<file path="config.mk">
export PLATFORM = sky130hd
export DESIGN_NAME = pi_pump_drive_with_history_cutoff_core_flat
export DESIGN_NICKNAME = d
export VERILOG_FILES = /design/src/hw/rtl/pipd_pkg.sv /design/src/hw/rtl/pipd_req_if.sv /design/src/hw/rtl/pipd_rsp_if.sv /design/src/hw/rtl/pipd_mac.sv /design/src/hw/rtl/pipd_div.sv /design/src/hw/rtl/pi_pump_drive_with_history_cutoff_core.sv /design/src/flat_wrapper.sv
export SDC_FILE = /design/constraint.sdc
export NUM_CORES = 1
export LEC_CHECK = 0
export ABC_AREA = 1
export BUFFER_PORTS_ARGS = -buffer_cell sky130_fd_sc_hd__buf_4
export CAP_MARGIN = 20
export CORE_ASPECT_RATIO = 1.5
export CORE_UTILIZATION = 60
export CTS_CLUSTER_DIAMETER = 80
export CTS_CLUSTER_SIZE = 28
export DETAILED_ROUTE_END_ITERATION = 8
export PLACE_DENSITY = 0.78
export SYNTH_ARGS = -nofsm -noshare
export SYNTH_HDL_FRONTEND = slang
export SYNTH_SLANG_ARGS = --single-unit
</file>
<file path="constraint.sdc">
create_clock -name clock -period 10.15 [get_ports clock]
set_input_delay 1.015 -clock clock [delete_from_list [all_inputs] [get_ports clock]]
set_output_delay 1.015 -clock clock [all_outputs]
set_load 0.02 [all_outputs]
</file>
<file path="src/hw/rtl/pipd_pkg.sv">
// Shared widths, register indexes, control states and unit status for the pump drive core.
// No dependencies; every other file of the block imports this package.
package pipd_pkg;

   localparam int HUM_WIDTH      = 11;
   localparam int ERR_WIDTH      = HUM_WIDTH + 1;
   localparam int GAIN_WIDTH     = 16;
   localparam int DRIVE_WIDTH    = 8;
   localparam int SAMPLE_WIDTH   = 8;
   localparam int TIME_WIDTH     = 20;
   localparam int FLOW_WIDTH     = 8;
   localparam int NOW_WIDTH      = 32;
   localparam int PROD_WIDTH     = TIME_WIDTH + FLOW_WIDTH;
   localparam int FRAC_BITS      = 12;
   localparam int CSR_IDX_WIDTH  = 3;
   localparam int CSR_DATA_WIDTH = 16;

   localparam logic [TIME_WIDTH-1:0] EXP_MAX = '1;

   localparam logic [HUM_WIDTH-1:0]    TARGET_RST   = 11'd960;
   localparam logic [GAIN_WIDTH-1:0]   GAIN_P_RST   = 16'd256;
   localparam logic [GAIN_WIDTH-1:0]   GAIN_I_RST   = 16'd256;
   localparam logic [HUM_WIDTH-1:0]    BRAKE_RST    = 11'd0;
   localparam logic [DRIVE_WIDTH-1:0]  DRIVE_MIN_RST = 8'd0;
   localparam logic [DRIVE_WIDTH-1:0]  DRIVE_MAX_RST = 8'd255;
   localparam logic [SAMPLE_WIDTH-1:0] MIN_SAMP_RST = 8'd3;

   localparam logic [CSR_IDX_WIDTH-1:0] CSR_TARGET      = 3'd0;
   localparam logic [CSR_IDX_WIDTH-1:0] CSR_GAIN_P      = 3'd1;
   localparam logic [CSR_IDX_WIDTH-1:0] CSR_GAIN_I      = 3'd2;
   localparam logic [CSR_IDX_WIDTH-1:0] CSR_BRAKE       = 3'd3;
   localparam logic [CSR_IDX_WIDTH-1:0] CSR_DRIVE_MIN   = 3'd4;
   localparam logic [CSR_IDX_WIDTH-1:0] CSR_DRIVE_MAX   = 3'd5;
   localparam logic [CSR_IDX_WIDTH-1:0] CSR_MIN_SAMPLES = 3'd6;

   typedef enum logic [1:0] {
      ST_IDLE,
      ST_MUL,
      ST_DIV,
      ST_FINISH
   } ctl_state_type;

   typedef struct packed {
      logic busy;
      logic done;
   } unit_stat_type;

endpackage

</file>
<file path="src/hw/rtl/pipd_req_if.sv">
// Request channel: one humidity sample with its timestamp and history statistics.
// Depends on pipd_pkg.
interface pipd_req_if;
   import pipd_pkg::*;

   logic                    valid;
   logic                    ready;
   logic [HUM_WIDTH-1:0]    humidity;
   logic                    history_valid;
   logic [SAMPLE_WIDTH-1:0] history_samples;
   logic [TIME_WIDTH-1:0]   history_avg_time_ms;
   logic [FLOW_WIDTH-1:0]   history_avg_flow;
   logic [NOW_WIDTH-1:0]    now_ms;

   modport source (output valid, humidity, history_valid, history_samples,
                   history_avg_time_ms, history_avg_flow, now_ms, input ready);
   modport sink   (input valid, humidity, history_valid, history_samples,
                   history_avg_time_ms, history_avg_flow, now_ms, output ready);
endinterface

</file>
<file path="src/hw/rtl/pipd_rsp_if.sv">
// Response channel: one pump drive result per sample.
// Depends on pipd_pkg.
interface pipd_rsp_if;
   import pipd_pkg::*;

   logic                   valid;
   logic                   ready;
   logic [DRIVE_WIDTH-1:0] pump_drive;
   logic                   pump_on;
   logic                   historical_mode;
   logic [TIME_WIDTH-1:0]  expected_time_ms;

   modport source (output valid, pump_drive, pump_on, historical_mode, expected_time_ms,
                   input ready);
   modport sink   (input valid, pump_drive, pump_on, historical_mode, expected_time_ms,
                   output ready);
endinterface

</file>
<file path="src/hw/rtl/pipd_mac.sv">
// Bit-serial dual multiply-accumulate: acc = a0*b0 + a1*b1, one multiplier bit per cycle.
// Depends on pipd_pkg. Multiplicands are pre-extended to DATA_WIDTH by the caller.
module pipd_mac #(
   parameter int DATA_WIDTH = 42
) (
   input  logic                               clock,
   input  logic                               reset,
   input  logic                               start,
   input  logic [DATA_WIDTH-1:0]              a0,
   input  logic [DATA_WIDTH-1:0]              a1,
   input  logic [pipd_pkg::GAIN_WIDTH-1:0]    b0,
   input  logic [pipd_pkg::GAIN_WIDTH-1:0]    b1,
   output logic [DATA_WIDTH-1:0]              acc,
   output pipd_pkg::unit_stat_type            stat
);
   import pipd_pkg::*;

   localparam int CW = $clog2(GAIN_WIDTH + 1);

   logic [DATA_WIDTH-1:0] acc_ff, acc_in;
   logic [DATA_WIDTH-1:0] a0_ff, a0_in, a1_ff, a1_in;
   logic [GAIN_WIDTH-1:0] b0_ff, b0_in, b1_ff, b1_in;
   logic [CW-1:0]         cnt_ff, cnt_in;
   logic                  busy_ff, busy_in;
   logic                  done_ff, done_in;

   always_comb begin
      acc_in  = acc_ff;
      a0_in   = a0_ff;
      a1_in   = a1_ff;
      b0_in   = b0_ff;
      b1_in   = b1_ff;
      cnt_in  = cnt_ff;
      busy_in = busy_ff;
      done_in = 1'b0;
      if (start) begin
         acc_in  = '0;
         a0_in   = a0;
         a1_in   = a1;
         b0_in   = b0;
         b1_in   = b1;
         cnt_in  = CW'(GAIN_WIDTH);
         busy_in = 1'b1;
      end else if (busy_ff) begin
         acc_in = acc_ff + (b0_ff[0] ? a0_ff : '0) + (b1_ff[0] ? a1_ff : '0);
         a0_in  = a0_ff << 1;
         a1_in  = a1_ff << 1;
         b0_in  = b0_ff >> 1;
         b1_in  = b1_ff >> 1;
         cnt_in = cnt_ff - CW'(1);
         if (cnt_ff == CW'(1)) begin
            busy_in = 1'b0;
            done_in = 1'b1;
         end
      end
   end

   always_ff @(posedge clock) begin
      if (reset) begin
         busy_ff <= 1'b0;
         done_ff <= 1'b0;
         cnt_ff  <= '0;
      end else begin
         busy_ff <= busy_in;
         done_ff <= done_in;
         cnt_ff  <= cnt_in;
      end
      acc_ff <= acc_in;
      a0_ff  <= a0_in;
      a1_ff  <= a1_in;
      b0_ff  <= b0_in;
      b1_ff  <= b1_in;
   end

   assign acc       = acc_ff;
   assign stat.busy = busy_ff;
   assign stat.done = done_ff;

endmodule

</file>
<file path="src/hw/rtl/pipd_div.sv">
// Bit-serial restoring divider for the history run limit: one quotient bit per cycle.
// Depends on pipd_pkg. Divisor must be nonzero; the caller handles a zero divisor.
module pipd_div (
   input  logic                               clock,
   input  logic                               reset,
   input  logic                               start,
   input  logic [pipd_pkg::PROD_WIDTH-1:0]    dividend,
   input  logic [pipd_pkg::DRIVE_WIDTH-1:0]   divisor,
   output logic [pipd_pkg::PROD_WIDTH-1:0]    quotient,
   output pipd_pkg::unit_stat_type            stat
);
   import pipd_pkg::*;

   localparam int CW = $clog2(PROD_WIDTH + 1);

   logic [PROD_WIDTH-1:0]  quo_ff, quo_in;
   logic [DRIVE_WIDTH-1:0] rem_ff, rem_in;
   logic [DRIVE_WIDTH-1:0] dsr_ff, dsr_in;
   logic [CW-1:0]          cnt_ff, cnt_in;
   logic                   busy_ff, busy_in;
   logic                   done_ff, done_in;
   logic [DRIVE_WIDTH:0]   trial;
   logic [DRIVE_WIDTH:0]   diff;

   always_comb begin
      quo_in  = quo_ff;
      rem_in  = rem_ff;
      dsr_in  = dsr_ff;
      cnt_in  = cnt_ff;
      busy_in = busy_ff;
      done_in = 1'b0;
      // dividend bits shift out of the top while quotient bits enter at the bottom
      trial   = {rem_ff, quo_ff[PROD_WIDTH-1]};
      diff    = trial - {1'b0, dsr_ff};
      if (start) begin
         quo_in  = dividend;
         rem_in  = '0;
         dsr_in  = divisor;
         cnt_in  = CW'(PROD_WIDTH);
         busy_in = 1'b1;
      end else if (busy_ff) begin
         if (trial >= {1'b0, dsr_ff}) begin
            rem_in = diff[DRIVE_WIDTH-1:0];
            quo_in = {quo_ff[PROD_WIDTH-2:0], 1'b1};
         end else begin
            rem_in = trial[DRIVE_WIDTH-1:0];
            quo_in = {quo_ff[PROD_WIDTH-2:0], 1'b0};
         end
         cnt_in = cnt_ff - CW'(1);
         if (cnt_ff == CW'(1)) begin
            busy_in = 1'b0;
            done_in = 1'b1;
         end
      end
   end

   always_ff @(posedge clock) begin
      if (reset) begin
         busy_ff <= 1'b0;
         done_ff <= 1'b0;
         cnt_ff  <= '0;
      end else begin
         busy_ff <= busy_in;
         done_ff <= done_in;
         cnt_ff  <= cnt_in;
      end
      quo_ff <= quo_in;
      rem_ff <= rem_in;
      dsr_ff <= dsr_in;
   end

   assign quotient  = quo_ff;
   assign stat.busy = busy_ff;
   assign stat.done = done_ff;

endmodule

</file>
<file path="src/hw/rtl/pi_pump_drive_with_history_cutoff_core.sv">
// Pump drive controller: PI loop with output clamp and a history-based run limit. One
// transaction in gives one result out. In PI mode a sample passes through the bit-serial
// multiplier for the gains; in history mode the bit-serial divider for the run limit follows
// the multiplier, and history mode with a zero drive_max skips the divider. A stalled response
// adds its stall to the next result. The request side takes the next sample as soon as the
// controller is idle, even while a result waits on the response side. Configuration registers
// must be written only while no sample is in flight; the block itself does not enforce this.
module pi_pump_drive_with_history_cutoff_core #(
   parameter int INTEGRATOR_WIDTH = 24
) (
   input  logic                                 clock,
   input  logic                                 reset,
   pipd_req_if.sink                             req_chan,
   pipd_rsp_if.source                           rsp_chan,
   input  logic                                 csr_we,
   input  logic [pipd_pkg::CSR_IDX_WIDTH-1:0]   csr_index,
   input  logic [pipd_pkg::CSR_DATA_WIDTH-1:0]  csr_wdata
);
   import pipd_pkg::*;

   localparam int IW = INTEGRATOR_WIDTH;
   localparam int PW = IW + 18;          // product/accumulator width
   localparam int VW = PW - FRAC_BITS;   // width after the Q.12 shift

   // configuration
   logic [HUM_WIDTH-1:0]    target_ff, brake_ff;
   logic [GAIN_WIDTH-1:0]   gain_p_ff, gain_i_ff;
   logic [DRIVE_WIDTH-1:0]  dmin_ff, dmax_ff;
   logic [SAMPLE_WIDTH-1:0] min_samp_ff;

   // controller state
   ctl_state_type           state_ff, state_in;
   logic [IW-1:0]           integ_ff, integ_in;
   logic                    active_ff, active_in;
   logic [NOW_WIDTH-1:0]    run_start_ff, run_start_in;
   logic [HUM_WIDTH-1:0]    hum_ff;
   logic [NOW_WIDTH-1:0]    now_ff;
   logic                    usable_ff;

   // response register
   logic                    rsp_valid_ff, rsp_valid_in;
   logic [DRIVE_WIDTH-1:0]  rsp_drive_ff;
   logic                    rsp_on_ff, rsp_hist_ff;
   logic [TIME_WIDTH-1:0]   rsp_exp_ff;

   logic                    load, finish, mac_start, div_start;
   logic                    usable_in;
   logic signed [ERR_WIDTH-1:0] err;
   logic signed [IW+1:0]    integ_sum;
   logic [IW-1:0]           integ_sat;
   logic [IW-1:0]           integ_rewind;
   logic [PW-1:0]           mac_a0, mac_a1, mac_acc;
   logic [GAIN_WIDTH-1:0]   mac_b0, mac_b1;
   logic [PROD_WIDTH-1:0]   div_quo;
   unit_stat_type           mac_stat, div_stat;

   logic signed [VW-1:0]    pi_val;
   logic [DRIVE_WIDTH-1:0]  pi_drive, fin_drive;
   logic [TIME_WIDTH-1:0]   fin_exp;
   logic [NOW_WIDTH-1:0]    start_ms, elapsed;
   logic                    below;
   logic [DRIVE_WIDTH-1:0]  out_drive;
   logic                    out_on, out_hist;
   logic [IW-1:0]           fin_integ;

   // configuration writes
   always_ff @(posedge clock) begin
      if (reset) begin
         target_ff   <= TARGET_RST;
         gain_p_ff   <= GAIN_P_RST;
         gain_i_ff   <= GAIN_I_RST;
         brake_ff    <= BRAKE_RST;
         dmin_ff     <= DRIVE_MIN_RST;
         dmax_ff     <= DRIVE_MAX_RST;
         min_samp_ff <= MIN_SAMP_RST;
      end else if (csr_we) begin
         unique case (csr_index)
            CSR_TARGET:      target_ff   <= csr_wdata[HUM_WIDTH-1:0];
            CSR_GAIN_P:      gain_p_ff   <= csr_wdata;
            CSR_GAIN_I:      gain_i_ff   <= csr_wdata;
            CSR_BRAKE:       brake_ff    <= csr_wdata[HUM_WIDTH-1:0];
            CSR_DRIVE_MIN:   dmin_ff     <= csr_wdata[DRIVE_WIDTH-1:0];
            CSR_DRIVE_MAX:   dmax_ff     <= csr_wdata[DRIVE_WIDTH-1:0];
            CSR_MIN_SAMPLES: min_samp_ff <= csr_wdata[SAMPLE_WIDTH-1:0];
            default: ;
         endcase
      end
   end

   // integrator update, evaluated as the sample is taken
   assign usable_in = req_chan.history_valid &&
                      (req_chan.history_samples >= min_samp_ff);
   assign err       = $signed({1'b0, target_ff}) - $signed({1'b0, req_chan.humidity});
   assign integ_sum = $signed({{2{integ_ff[IW-1]}}, integ_ff})
                    + $signed({{(IW+2-ERR_WIDTH){err[ERR_WIDTH-1]}}, err})
                    - $signed({{(IW+2-HUM_WIDTH){1'b0}}, brake_ff});

   always_comb begin
      // out of range when the three top bits disagree
      if (integ_sum[IW+1:IW-1] == 3'b000 || integ_sum[IW+1:IW-1] == 3'b111) begin
         integ_sat = integ_sum[IW-1:0];
      end else if (integ_sum[IW+1]) begin
         integ_sat = {1'b1, {(IW-1){1'b0}}};
      end else begin
         integ_sat = {1'b0, {(IW-1){1'b1}}};
      end
   end

   assign integ_rewind = {{(IW-DRIVE_WIDTH-4){1'b0}}, dmin_ff, 4'b0000};

   // multiplier operands: gains in PI mode, avg_time * avg_flow in history mode
   always_comb begin
      if (usable_in) begin
         mac_a0 = {{(PW-TIME_WIDTH){1'b0}}, req_chan.history_avg_time_ms};
         mac_b0 = {{(GAIN_WIDTH-FLOW_WIDTH){1'b0}}, req_chan.history_avg_flow};
         mac_a1 = '0;
         mac_b1 = '0;
      end else begin
         mac_a0 = {{(PW-ERR_WIDTH){err[ERR_WIDTH-1]}}, err};
         mac_b0 = gain_p_ff;
         mac_a1 = {{(PW-IW){integ_sat[IW-1]}}, integ_sat};
         mac_b1 = gain_i_ff;
      end
   end

   pipd_mac #(
      .DATA_WIDTH (PW)
   ) u_mac (
      .clock (clock),
      .reset (reset),
      .start (mac_start),
      .a0    (mac_a0),
      .a1    (mac_a1),
      .b0    (mac_b0),
      .b1    (mac_b1),
      .acc   (mac_acc),
      .stat  (mac_stat)
   );

   pipd_div u_div (
      .clock    (clock),
      .reset    (reset),
      .start    (div_start),
      .dividend (mac_acc[PROD_WIDTH-1:0]),
      .divisor  (dmax_ff),
      .quotient (div_quo),
      .stat     (div_stat)
   );

   // sequencer
   always_comb begin
      state_in  = state_ff;
      load      = 1'b0;
      finish    = 1'b0;
      mac_start = 1'b0;
      div_start = 1'b0;
      unique case (state_ff)
         ST_IDLE: begin
            if (req_chan.valid) begin
               load      = 1'b1;
               mac_start = 1'b1;
               state_in  = ST_MUL;
            end
         end
         ST_MUL: begin
            if (mac_stat.done) begin
               if (usable_ff && (dmax_ff != '0)) begin
                  div_start = 1'b1;
                  state_in  = ST_DIV;
               end else begin
                  state_in  = ST_FINISH;
               end
            end
         end
         ST_DIV: begin
            if (div_stat.done) begin
               state_in = ST_FINISH;
            end
         end
         ST_FINISH: begin
            if (!rsp_valid_ff || rsp_chan.ready) begin
               finish   = 1'b1;
               state_in = ST_IDLE;
            end
         end
         default: state_in = ST_IDLE;
      endcase
   end

   assign req_chan.ready = (state_ff == ST_IDLE);

   // result and state commit
   assign pi_val = $signed(mac_acc[PW-1:FRAC_BITS]);

   always_comb begin
      // clamp against max first, then min
      if (pi_val > $signed({{(VW-DRIVE_WIDTH){1'b0}}, dmax_ff})) begin
         pi_drive = dmax_ff;
      end else if (pi_val < $signed({{(VW-DRIVE_WIDTH){1'b0}}, dmin_ff})) begin
         pi_drive = dmin_ff;
      end else begin
         pi_drive = pi_val[DRIVE_WIDTH-1:0];
      end

      if (!usable_ff) begin
         fin_exp = '0;
      end else if (dmax_ff == '0 || div_quo > PROD_WIDTH'(EXP_MAX)) begin
         fin_exp = EXP_MAX;
      end else begin
         fin_exp = div_quo[TIME_WIDTH-1:0];
      end

      fin_drive = usable_ff ? dmax_ff : pi_drive;
      below     = hum_ff < target_ff;
      start_ms  = active_ff ? run_start_ff : now_ff;
      elapsed   = now_ff - start_ms;

      out_drive    = '0;
      out_on       = 1'b0;
      out_hist     = 1'b0;
      active_in    = 1'b0;
      run_start_in = run_start_ff;
      fin_integ    = integ_ff;
      if (below) begin
         run_start_in = start_ms;
         if (usable_ff) begin
            if (elapsed < {{(NOW_WIDTH-TIME_WIDTH){1'b0}}, fin_exp}) begin
               active_in = 1'b1;
               out_drive = fin_drive;
               out_on    = 1'b1;
               out_hist  = 1'b1;
            end else begin
               fin_integ = '0;   // history timeout
            end
         end else begin
            active_in = 1'b1;
            out_drive = fin_drive;
            out_on    = 1'b1;
         end
      end else begin
         fin_integ = integ_rewind;
      end
   end

   always_comb begin
      integ_in = integ_ff;
      if (load && !usable_in) begin
         integ_in = integ_sat;
      end else if (finish) begin
         integ_in = fin_integ;
      end
   end

   always_comb begin
      rsp_valid_in = rsp_valid_ff;
      if (finish) begin
         rsp_valid_in = 1'b1;
      end else if (rsp_chan.ready) begin
         rsp_valid_in = 1'b0;
      end
   end

   always_ff @(posedge clock) begin
      if (reset) begin
         state_ff     <= ST_IDLE;
         integ_ff     <= '0;
         active_ff    <= 1'b0;
         run_start_ff <= '0;
         rsp_valid_ff <= 1'b0;
         usable_ff    <= 1'b0;
      end else begin
         state_ff     <= state_in;
         integ_ff     <= integ_in;
         rsp_valid_ff <= rsp_valid_in;
         if (load) begin
            usable_ff <= usable_in;
         end
         if (finish) begin
            active_ff    <= active_in;
            run_start_ff <= run_start_in;
         end
      end
      if (load) begin
         hum_ff <= req_chan.humidity;
         now_ff <= req_chan.now_ms;
      end
      if (finish) begin
         rsp_drive_ff <= out_drive;
         rsp_on_ff    <= out_on;
         rsp_hist_ff  <= out_hist;
         rsp_exp_ff   <= fin_exp;
      end
   end

   assign rsp_chan.valid            = rsp_valid_ff;
   assign rsp_chan.pump_drive       = rsp_drive_ff;
   assign rsp_chan.pump_on          = rsp_on_ff;
   assign rsp_chan.historical_mode  = rsp_hist_ff;
   assign rsp_chan.expected_time_ms = rsp_exp_ff;

endmodule

</file>
<file path="src/flat_wrapper.sv">
// flat-port wrapper written by rule: the top's interface ports become plain ports
module pi_pump_drive_with_history_cutoff_core_flat import pipd_pkg::*;
#(
   parameter int INTEGRATOR_WIDTH = 24
)
  (clock, reset, csr_we, csr_index, csr_wdata, req_chan_valid, req_chan_humidity, req_chan_history_valid, req_chan_history_samples, req_chan_history_avg_time_ms, req_chan_history_avg_flow, req_chan_now_ms, req_chan_ready, rsp_chan_valid, rsp_chan_pump_drive, rsp_chan_pump_on, rsp_chan_historical_mode, rsp_chan_expected_time_ms, rsp_chan_ready);
  pipd_req_if req_chan_i ();
  pipd_rsp_if rsp_chan_i ();
  input  logic clock;
  input  logic reset;
  input  logic csr_we;
  input  logic [pipd_pkg::CSR_IDX_WIDTH-1:0] csr_index;
  input  logic [pipd_pkg::CSR_DATA_WIDTH-1:0] csr_wdata;
  input wire logic [$bits(req_chan_i.valid)-1:0] req_chan_valid;
  input wire logic [$bits(req_chan_i.humidity)-1:0] req_chan_humidity;
  input wire logic [$bits(req_chan_i.history_valid)-1:0] req_chan_history_valid;
  input wire logic [$bits(req_chan_i.history_samples)-1:0] req_chan_history_samples;
  input wire logic [$bits(req_chan_i.history_avg_time_ms)-1:0] req_chan_history_avg_time_ms;
  input wire logic [$bits(req_chan_i.history_avg_flow)-1:0] req_chan_history_avg_flow;
  input wire logic [$bits(req_chan_i.now_ms)-1:0] req_chan_now_ms;
  output wire logic [$bits(req_chan_i.ready)-1:0] req_chan_ready;
  output wire logic [$bits(rsp_chan_i.valid)-1:0] rsp_chan_valid;
  output wire logic [$bits(rsp_chan_i.pump_drive)-1:0] rsp_chan_pump_drive;
  output wire logic [$bits(rsp_chan_i.pump_on)-1:0] rsp_chan_pump_on;
  output wire logic [$bits(rsp_chan_i.historical_mode)-1:0] rsp_chan_historical_mode;
  output wire logic [$bits(rsp_chan_i.expected_time_ms)-1:0] rsp_chan_expected_time_ms;
  input wire logic [$bits(rsp_chan_i.ready)-1:0] rsp_chan_ready;
  assign req_chan_i.valid = req_chan_valid;
  assign req_chan_i.humidity = req_chan_humidity;
  assign req_chan_i.history_valid = req_chan_history_valid;
  assign req_chan_i.history_samples = req_chan_history_samples;
  assign req_chan_i.history_avg_time_ms = req_chan_history_avg_time_ms;
  assign req_chan_i.history_avg_flow = req_chan_history_avg_flow;
  assign req_chan_i.now_ms = req_chan_now_ms;
  assign req_chan_ready = req_chan_i.ready;
  assign rsp_chan_valid = rsp_chan_i.valid;
  assign rsp_chan_pump_drive = rsp_chan_i.pump_drive;
  assign rsp_chan_pump_on = rsp_chan_i.pump_on;
  assign rsp_chan_historical_mode = rsp_chan_i.historical_mode;
  assign rsp_chan_expected_time_ms = rsp_chan_i.expected_time_ms;
  assign rsp_chan_i.ready = rsp_chan_ready;
  pi_pump_drive_with_history_cutoff_core #(.INTEGRATOR_WIDTH(INTEGRATOR_WIDTH)) u_core (.clock(clock), .reset(reset), .req_chan(req_chan_i), .rsp_chan(rsp_chan_i), .csr_we(csr_we), .csr_index(csr_index), .csr_wdata(csr_wdata));
endmodule
</file>
Yosys cells after proc, flatten, opt, wreduce, memory -nomap -nowiden
Cells that the tools add are included.

Add/subtract/negate cells: 9. $lt $le $gt $ge: 7. Eq/ne operators: 18. Muxes and demuxes: 63. Bitwise logic cells: 2. Reductions and logical operators: 32.

Operators by type and width (count): 42-bit 2-to-1 mux (8); 24-bit 2-to-1 mux (7); 16-bit 2-to-1 mux (6); 42-bit adder (2); 28-bit 2-to-1 mux (2); 8-bit 2-to-1 mux (6); 20-bit 2-to-1 mux (2); 32-bit by 20-bit < comparator with 1-bit output (1); 32-bit 2-to-1 mux (1); 32-bit subtractor (1); 30-bit by 9-bit > comparator with 1-bit output (1); 30-bit by 9-bit < comparator with 1-bit output (1); 28-bit by 20-bit > comparator with 1-bit output (second input constant) (1); 26-bit by 12-bit subtractor with 26-bit output (1); 24-bit by 12-bit adder with 25-bit output (1); 1-bit 2-to-1 mux (22); 5-bit 2-to-1 mux (4); 2-bit AND reduction (9); 3-bit equality test (second input constant) (4); 11-bit by 11-bit subtractor with 12-bit output (1); 11-bit < comparator (1); 5-bit by 1-bit equality test with 1-bit output (second input constant) (2); 5-bit by 1-bit subtractor with 5-bit output (second input constant) (2); 9-bit by 8-bit >= comparator with 1-bit output (1); 25 further kinds (44).

Register bits: 428. Output and inout bits: 32. Logic and storage cells: 166.

Logic depth before layout (Yosys ltp)
Word-level depth: 10. Gate-level depth with buffers: 39. Gate-level depth less buffers: 38.

By module
From an unflattened synthesis, not the netlist that was laid out.

Cell total of the unflattened synthesis: 3851. Area total of the unflattened synthesis: 28656.2 um^2.

By module, submodules not included: pi_pump_drive_with_history_cutoff_core (instances 1, cells each 1998, area each 14845.5 um^2); pipd_mac (instances 1, cells each 1551, area each 11230.8 um^2); pipd_div (instances 1, cells each 302, area each 2580.0 um^2).

Worst setup path before layout
OpenSTA, ideal clock, no wires.

Kind: input -> register. From: in req_chan_humidity[2]. To: reg u_core.u_mac.a1_ff[22], data pin. Setup time: 0.253 ns. Arrival time: 5.308 ns. Path slack: 4.589 ns. Cell stages on the path: 35. Buffers on the path: 1. Cell sequence: inv_1 > ha_1 > nand3_1 > nand2_1 > a21oi_1 > o21bai_1 > a21oi_1 > nor2_1 > nor2_1 > o21ai_0 > xor2_1 > inv_1 > ha_1 > nand2_2 > inv_1 > nand2_1 > nand2_1 > inv_1 > nand3_1 > xor2_1 > ha_1 > a21o_1 > a21oi_1 > o21ai_0 > a21oi_1 > nand3_2 > nor2_4 > nand4_4 > o21bai_2 > nand2_2 > buf_6 > nand3_1 > nand2_1 > inv_1 > nand2_1.

Cells in the longest elaborated chain, start to end: 8.

Ends and longest elaborated chain: from (decl) (line flat_wrapper.sv:15) `input wire logic [$bits(req_chan_i.humidity)-1:0] req_chan_humidity;`; 11-bit by 11-bit subtractor with 12-bit output (*) (line pi_pump_drive_with_history_cutoff_core.sv:93) `assign err = $signed({1'b0, target_ff}) - $signed({1'b0, req_chan.humidity});`; 24-bit by 12-bit adder with 25-bit output (*) (line pi_pump_drive_with_history_cutoff_core.sv:95) `+ $signed({{(IW+2-ERR_WIDTH){err[ERR_WIDTH-1]}}, err})`; 26-bit by 12-bit subtractor with 26-bit output (*) (line pi_pump_drive_with_history_cutoff_core.sv:96) `- $signed({{(IW+2-HUM_WIDTH){1'b0}}, brake_ff});`; 3-bit equality test or 3-bit logical NOT (tied branches) (line pi_pump_drive_with_history_cutoff_core.sv:100) `if (integ_sum[IW+1:IW-1] == 3'b000 || integ_sum[IW+1:IW-1] == 3'b111) begin`; 1-bit logical OR (line pi_pump_drive_with_history_cutoff_core.sv:100); 24-bit 2-to-1 mux (*) (line pi_pump_drive_with_history_cutoff_core.sv:100); 42-bit 2-to-1 mux (*) (line pi_pump_drive_with_history_cutoff_core.sv:113) `if (usable_in) begin`; 42-bit 2-to-1 mux (*) (line pipd_mac.sv:36) `if (start) begin`; net u_core.u_mac.a1_in[22] (line pipd_mac.sv:21) `logic [DATA_WIDTH-1:0] a0_ff, a0_in, a1_ff, a1_in;`; to (signal assigned) (line pipd_mac.sv:70) `a1_ff <= a1_in;`; to (decl) (line pipd_mac.sv:21).

Mark *: on every way through the listed nets, which the timed path passes. The rest lies on a longest branch. A chain may end at the register's enable or synchronous reset.

Final worst setup path
From: in req_chan_humidity[2]. To: reg u_core.u_mac.a1_ff[12], data pin.

Same word-level chain as after synthesis.

==> summary.md <==
| Metric | Value |
|---|---|
| Rows | 96 |
| Most used cells in the layout excluding fill and tap cells | sky130_fd_sc_hd__nand2_1 (919), sky130_fd_sc_hd__inv_1 (563), sky130_fd_sc_hd__nor2_1 (331), sky130_fd_sc_hd__a21oi_1 (226), sky130_fd_sc_hd__edfxtp_1 (225) |
| Share of synthesized area occupied by flip-flops and latches | 38.9% |
| Area occupied by multi-input gates | 14400 µm² |
| Summed area of non-filler cells in the final layout | 30100 µm² |
| Count of fill cells added during filler insertion | 4038 |
| CTS max path bufs | 3 |
| CTS tree | built |
| Peak-usage layer in the global routing report | met2 |
| Maximum number of pins on one net before global-route repair | 85 |
| Worst-margin pin slew | 1020 ps |
| Layout overhead on the synthesized area | 8.20% |
| Final count of pins violating max slew | 0 |
| Proportion of power drawn by flip-flops and latches | 29.5% |
| Number of ports placed on the die boundary | 136 |
| Fraction of met2 tracks used by global routing | 60.8% |
| Count of nets after finishing | 4046 |
| Class of the worst hold path | register to register |
| Clock slew at reported path FFs | 110 ps |
| Maximum fanout along the worst path | 13 |
| Slowest stage delay, CP | 510 ps |
| Aggregate global-route resource usage | 32.7% |
| Simple-gate area share of the yosys netlist | 23.3% |
| Final global-route overflow total | 0 |
| End-of-flow core utilization | 65.7% |
| Data required time of the worst path | 10580 ps |
| Status | finished, final reports clean |
| Setup repair after global routing missed its margin | false |
| Largest cells by area after synthesis | sky130_fd_sc_hd__edfxtp_1 (24%), sky130_fd_sc_hd__dfxtp_1 (15%), sky130_fd_sc_hd__nand2_1 (12%) |
| Maximum level of the CTS H-tree | 1 |
| Worst hold path startpoint | u_core.dmax_ff[1]$_SDFFE_PP1P_ |
| Die area | 47200 µm² |
| Initial detailed-routing violation count | 1631 |
| Number of sinks driven by the clock tree | 428 |
| Final worst setup slack | 4080 ps |
| Via count of the first global-routing pass | 23800 |
| Multiplexer fraction of the synthesized cell area | 1.08% |
| Cell taking the most area after synthesis | sky130_fd_sc_hd__edfxtp_1 |
| Average size of a mapped cell | 7.65 µm² |
| Fraction of final layout cells sized beyond drive strength 1 | 6.93% |
| Worst slew slack as a fraction of its limit | 31.3% |
| Area of placed instances | 29300 µm² |
| Initial Util | 60.7% |
| Warnings, synthesis | 0 |
| Count of final setup violators | 0 |
| Most common library cell in the layout ignoring fill and taps | sky130_fd_sc_hd__nand2_1 |
| Final Wtd Congestion | 1.00 |
| Peak supply drop | 214 µV |
| Max Cap Violations | 0 |
| Hold Buf Count CTS | 0 |
| Adder-Cell Fraction of Synth Area | 11.8% |
| Mapped cell area | 27800 µm² |
| Number of synthesized flops with an enable pin | 225 |
| Global-route wire length before repair | 120000 µm |
| Switching share of power | 48.8% |
| Comb pwr share | 59.3% |
| Met3 Track Usage GR | 2.57% |
| PD cells | 313 nW/µm² |
| CTS Buf Count | 21 |
| Number of synthesized register bits | 428 |
| Per-cell via count in the routed design | 5.59 |
| Number of search-and-repair iterations in the first detailed-routing pass | 6 |
| Post-Syn Nets | 3969 |
| Register area | 10800 µm² |
| Minimum clock period after layout | 6070 ps |
| Final routed DRC violation total | 0 |
| TNS Setup | 0 ps |
| Die boundary height | 266 µm |
| Portion of total power attributed to the clock network | 11.2% |
| Root Buffer Master | sky130_fd_sc_hd__clkbuf_16 |
| DRT Wirelength | 76700 µm |
| Critical R2R Launch | u_core.target_ff[0]$_SDFFE_PP0P_ |
| Wirelength per Cell | 17.8 µm |
| Number of setup buffers added after CTS | 0 |
| Fin Clk Skew | 44.4 ps |
| Final period util | 59.8% |
| P_sw | 4.60 mW |
| Die span in x | 178 µm |
| Top cell type's share of synthesized area | 24.3% |
| Synthesized-area fraction occupied by xor and xnor cells | 2.93% |
| Reg2Reg Setup Slack | 4220 ps |
| Share of async-settable or async-resettable flops after synthesis | 0% |
| Post-placement worst setup slack | 3540 ps |
| Worst setup path startpoint | req_chan_humidity[2] |
| Library cell contributing the largest single delay on the critical path | sky130_fd_sc_hd__a21oi_2 |
| Cells resized by post-CTS repair | 0 |
| Maximum operating frequency | 165 MHz |
| Lkg Pwr | 14.7 nW |
| Hold violation total from the final report | 0 |
| Met1 Usage GRT | 36.8% |
| Predominant post-synthesis flop cell | sky130_fd_sc_hd__edfxtp_1 |
| Insertion delay to the later sink of the worst-skew pair | 600 ps |
| Standard cell core area | 45800 µm² |
| Final ANT Viol Nets | 0 |
| Int Pwr | 4.82 mW |
| Placed wire-length estimate after detailed placement | 59100 µm |
| Worst setup EP type | register |
| Vias post-DR | 24100 |
| Port Buffer Count | 135 |
| Number of cells produced by synthesis | 3632 |
| Worst endpoint data arrival time | 6500 ps |
| Compound-Gate Fraction of Synth Area | 12.8% |
| Category of the most critical setup path | primary input to register |
| Number of distinct standard cells referenced by the synthesized netlist | 57 |
| Largest family of logic cells by synthesized area | simple AND/OR/NAND/NOR gates |
| Antenna violations before repair | 1 |
| Critical path startpoint category | primary input |
## state kept, by name, summed over array words and instances, names as in the netlist, 11 cells and up
| signal | cells |
|---|---|
| u_core.u_mac.a0_ff | 42 |
| u_core.u_mac.a1_ff | 42 |
| u_core.u_mac.acc | 42 |
| u_core.now_ff | 32 |
| u_core.run_start_ff | 32 |
| u_core.u_div.quotient | 28 |
| u_core.integ_ff | 24 |
| u_core.rsp_chan.expected_time_ms | 20 |
| u_core.gain_i_ff | 16 |
| u_core.gain_p_ff | 16 |
| u_core.u_mac.b0_ff | 16 |
| u_core.u_mac.b1_ff | 16 |
| u_core.brake_ff | 11 |
| u_core.hum_ff | 11 |
| u_core.target_ff | 11 |
## metal layers
layer / vias to the layer above / share of wire, %
met5: - / 0
met4: 0 / 5.5
met3: 226 / 4.6
met2: 748 / 51
met1: 11100 / 39
li1: 12000 / -
## power by group through the flow
| stage | clock (mW) | sequential (mW) | combinational [mW] |
|---|---|---|---|
| after floorplan | 0 | 2.69 | 4.20 |
| after global placement | 0 | 2.79 | 5.40 |
| after detailed placement | 0 | 2.80 | 5.49 |
| after CTS | 1.07 | 2.77 | 5.53 |
| after global routing | 1.11 | 2.82 | 6.29 |
| final | 1.06 | 2.78 | 5.59 |
## area by class of cell
cell class | count | area share (%)
Sequential cell | 428 | 36.0
Antenna cell | 1 | 0.00832
Tap cell | 588 | 2.45
Clock inverter | 8 | 0.412
Multi-Input combinational cell | 2526 | 48.0
Inverter | 575 | 7.18
Timing Repair Buffer | 157 | 4.05
Clock buffer | 30 | 1.93
## cell usage after synthesis (5+ instances only)
cell	n
sky130_fd_sc_hd__a22o_1	22
sky130_fd_sc_hd__dfxtp_1	203
sky130_fd_sc_hd__mux2i_1	30
sky130_fd_sc_hd__o211ai_1	43
sky130_fd_sc_hd__nor3_1	26
sky130_fd_sc_hd__ha_1	186
sky130_fd_sc_hd__clkbuf_1	83
sky130_fd_sc_hd__fa_1	47
sky130_fd_sc_hd__nor2_1	333
sky130_fd_sc_hd__xnor2_1	25
sky130_fd_sc_hd__inv_1	564
sky130_fd_sc_hd__o21a_1	8
sky130_fd_sc_hd__a211oi_1	37
sky130_fd_sc_hd__a21oi_2	5
sky130_fd_sc_hd__a21o_1	7
sky130_fd_sc_hd__edfxtp_1	225
sky130_fd_sc_hd__nor2_2	11
sky130_fd_sc_hd__o22ai_1	15
sky130_fd_sc_hd__buf_1	13
sky130_fd_sc_hd__nand2_1	921
sky130_fd_sc_hd__nand3_1	162
sky130_fd_sc_hd__a31oi_1	12
sky130_fd_sc_hd__nand2_2	20
sky130_fd_sc_hd__nand4_1	38
sky130_fd_sc_hd__a21oi_1	226
sky130_fd_sc_hd__xor2_1	68
sky130_fd_sc_hd__or2_2	6
sky130_fd_sc_hd__o21ai_0	195
sky130_fd_sc_hd__nor4_1	11
sky130_fd_sc_hd__clkinv_1	7
sky130_fd_sc_hd__nand3b_1	8
sky130_fd_sc_hd__o21bai_1	14
sky130_fd_sc_hd__and2_1	14
## worst max-delay path: cells and delay by family
| family | cells | cell delay, ps |
|---|---|---|
| AO/OA/AOI/OAI | 10 | 2130 |
| buffers and inverters | 5 | 320 |
| adder cells (fa/ha/maj) | 3 | 1010 |
| AND/OR/NAND/NOR | 14 | 1530 |
| XOR/XNOR | 2 | 480 |
## cell families after synthesis
| kind of cell | after synthesis |
|---|---|
| DFF | 428 |
| buffers and inverters | 678 |
| muxes | 30 |
| xor gates and xnor gates | 93 |
| AOI/OAI and AO/OA | 608 |
| and+or+nand+nor | 1562 |
| adders and majority gates | 233 |
## stage by stage
| stage | hold WS (ps) | std cells | total power, mW |
|---|---|---|---|
| after floorplan | 428 | 3632 | 6.88 |
| after global placement | 440 | 4272 | 8.20 |
| after detailed placement | 442 | 4273 | 8.30 |
| after CTS | 466 | 4311 | 9.37 |
| after global routing | 501 | 4313 | 10.2 |
| final | 469 | 4313 | 9.42 |
## worst paths after layout
kind,depth (start not counted),to
worst min-delay path,0,u_core.u_div.dsr_ff[1]$_DFFE_PP_
worst max register to register,31,u_core.u_mac.a1_ff[12]$_DFFE_PP_
worst max-delay path,34,u_core.u_mac.a1_ff[12]$_DFFE_PP_
worst min register to register,0,u_core.u_div.dsr_ff[1]$_DFFE_PP_
Note: power is estimated with default switching activity, not from simulation.
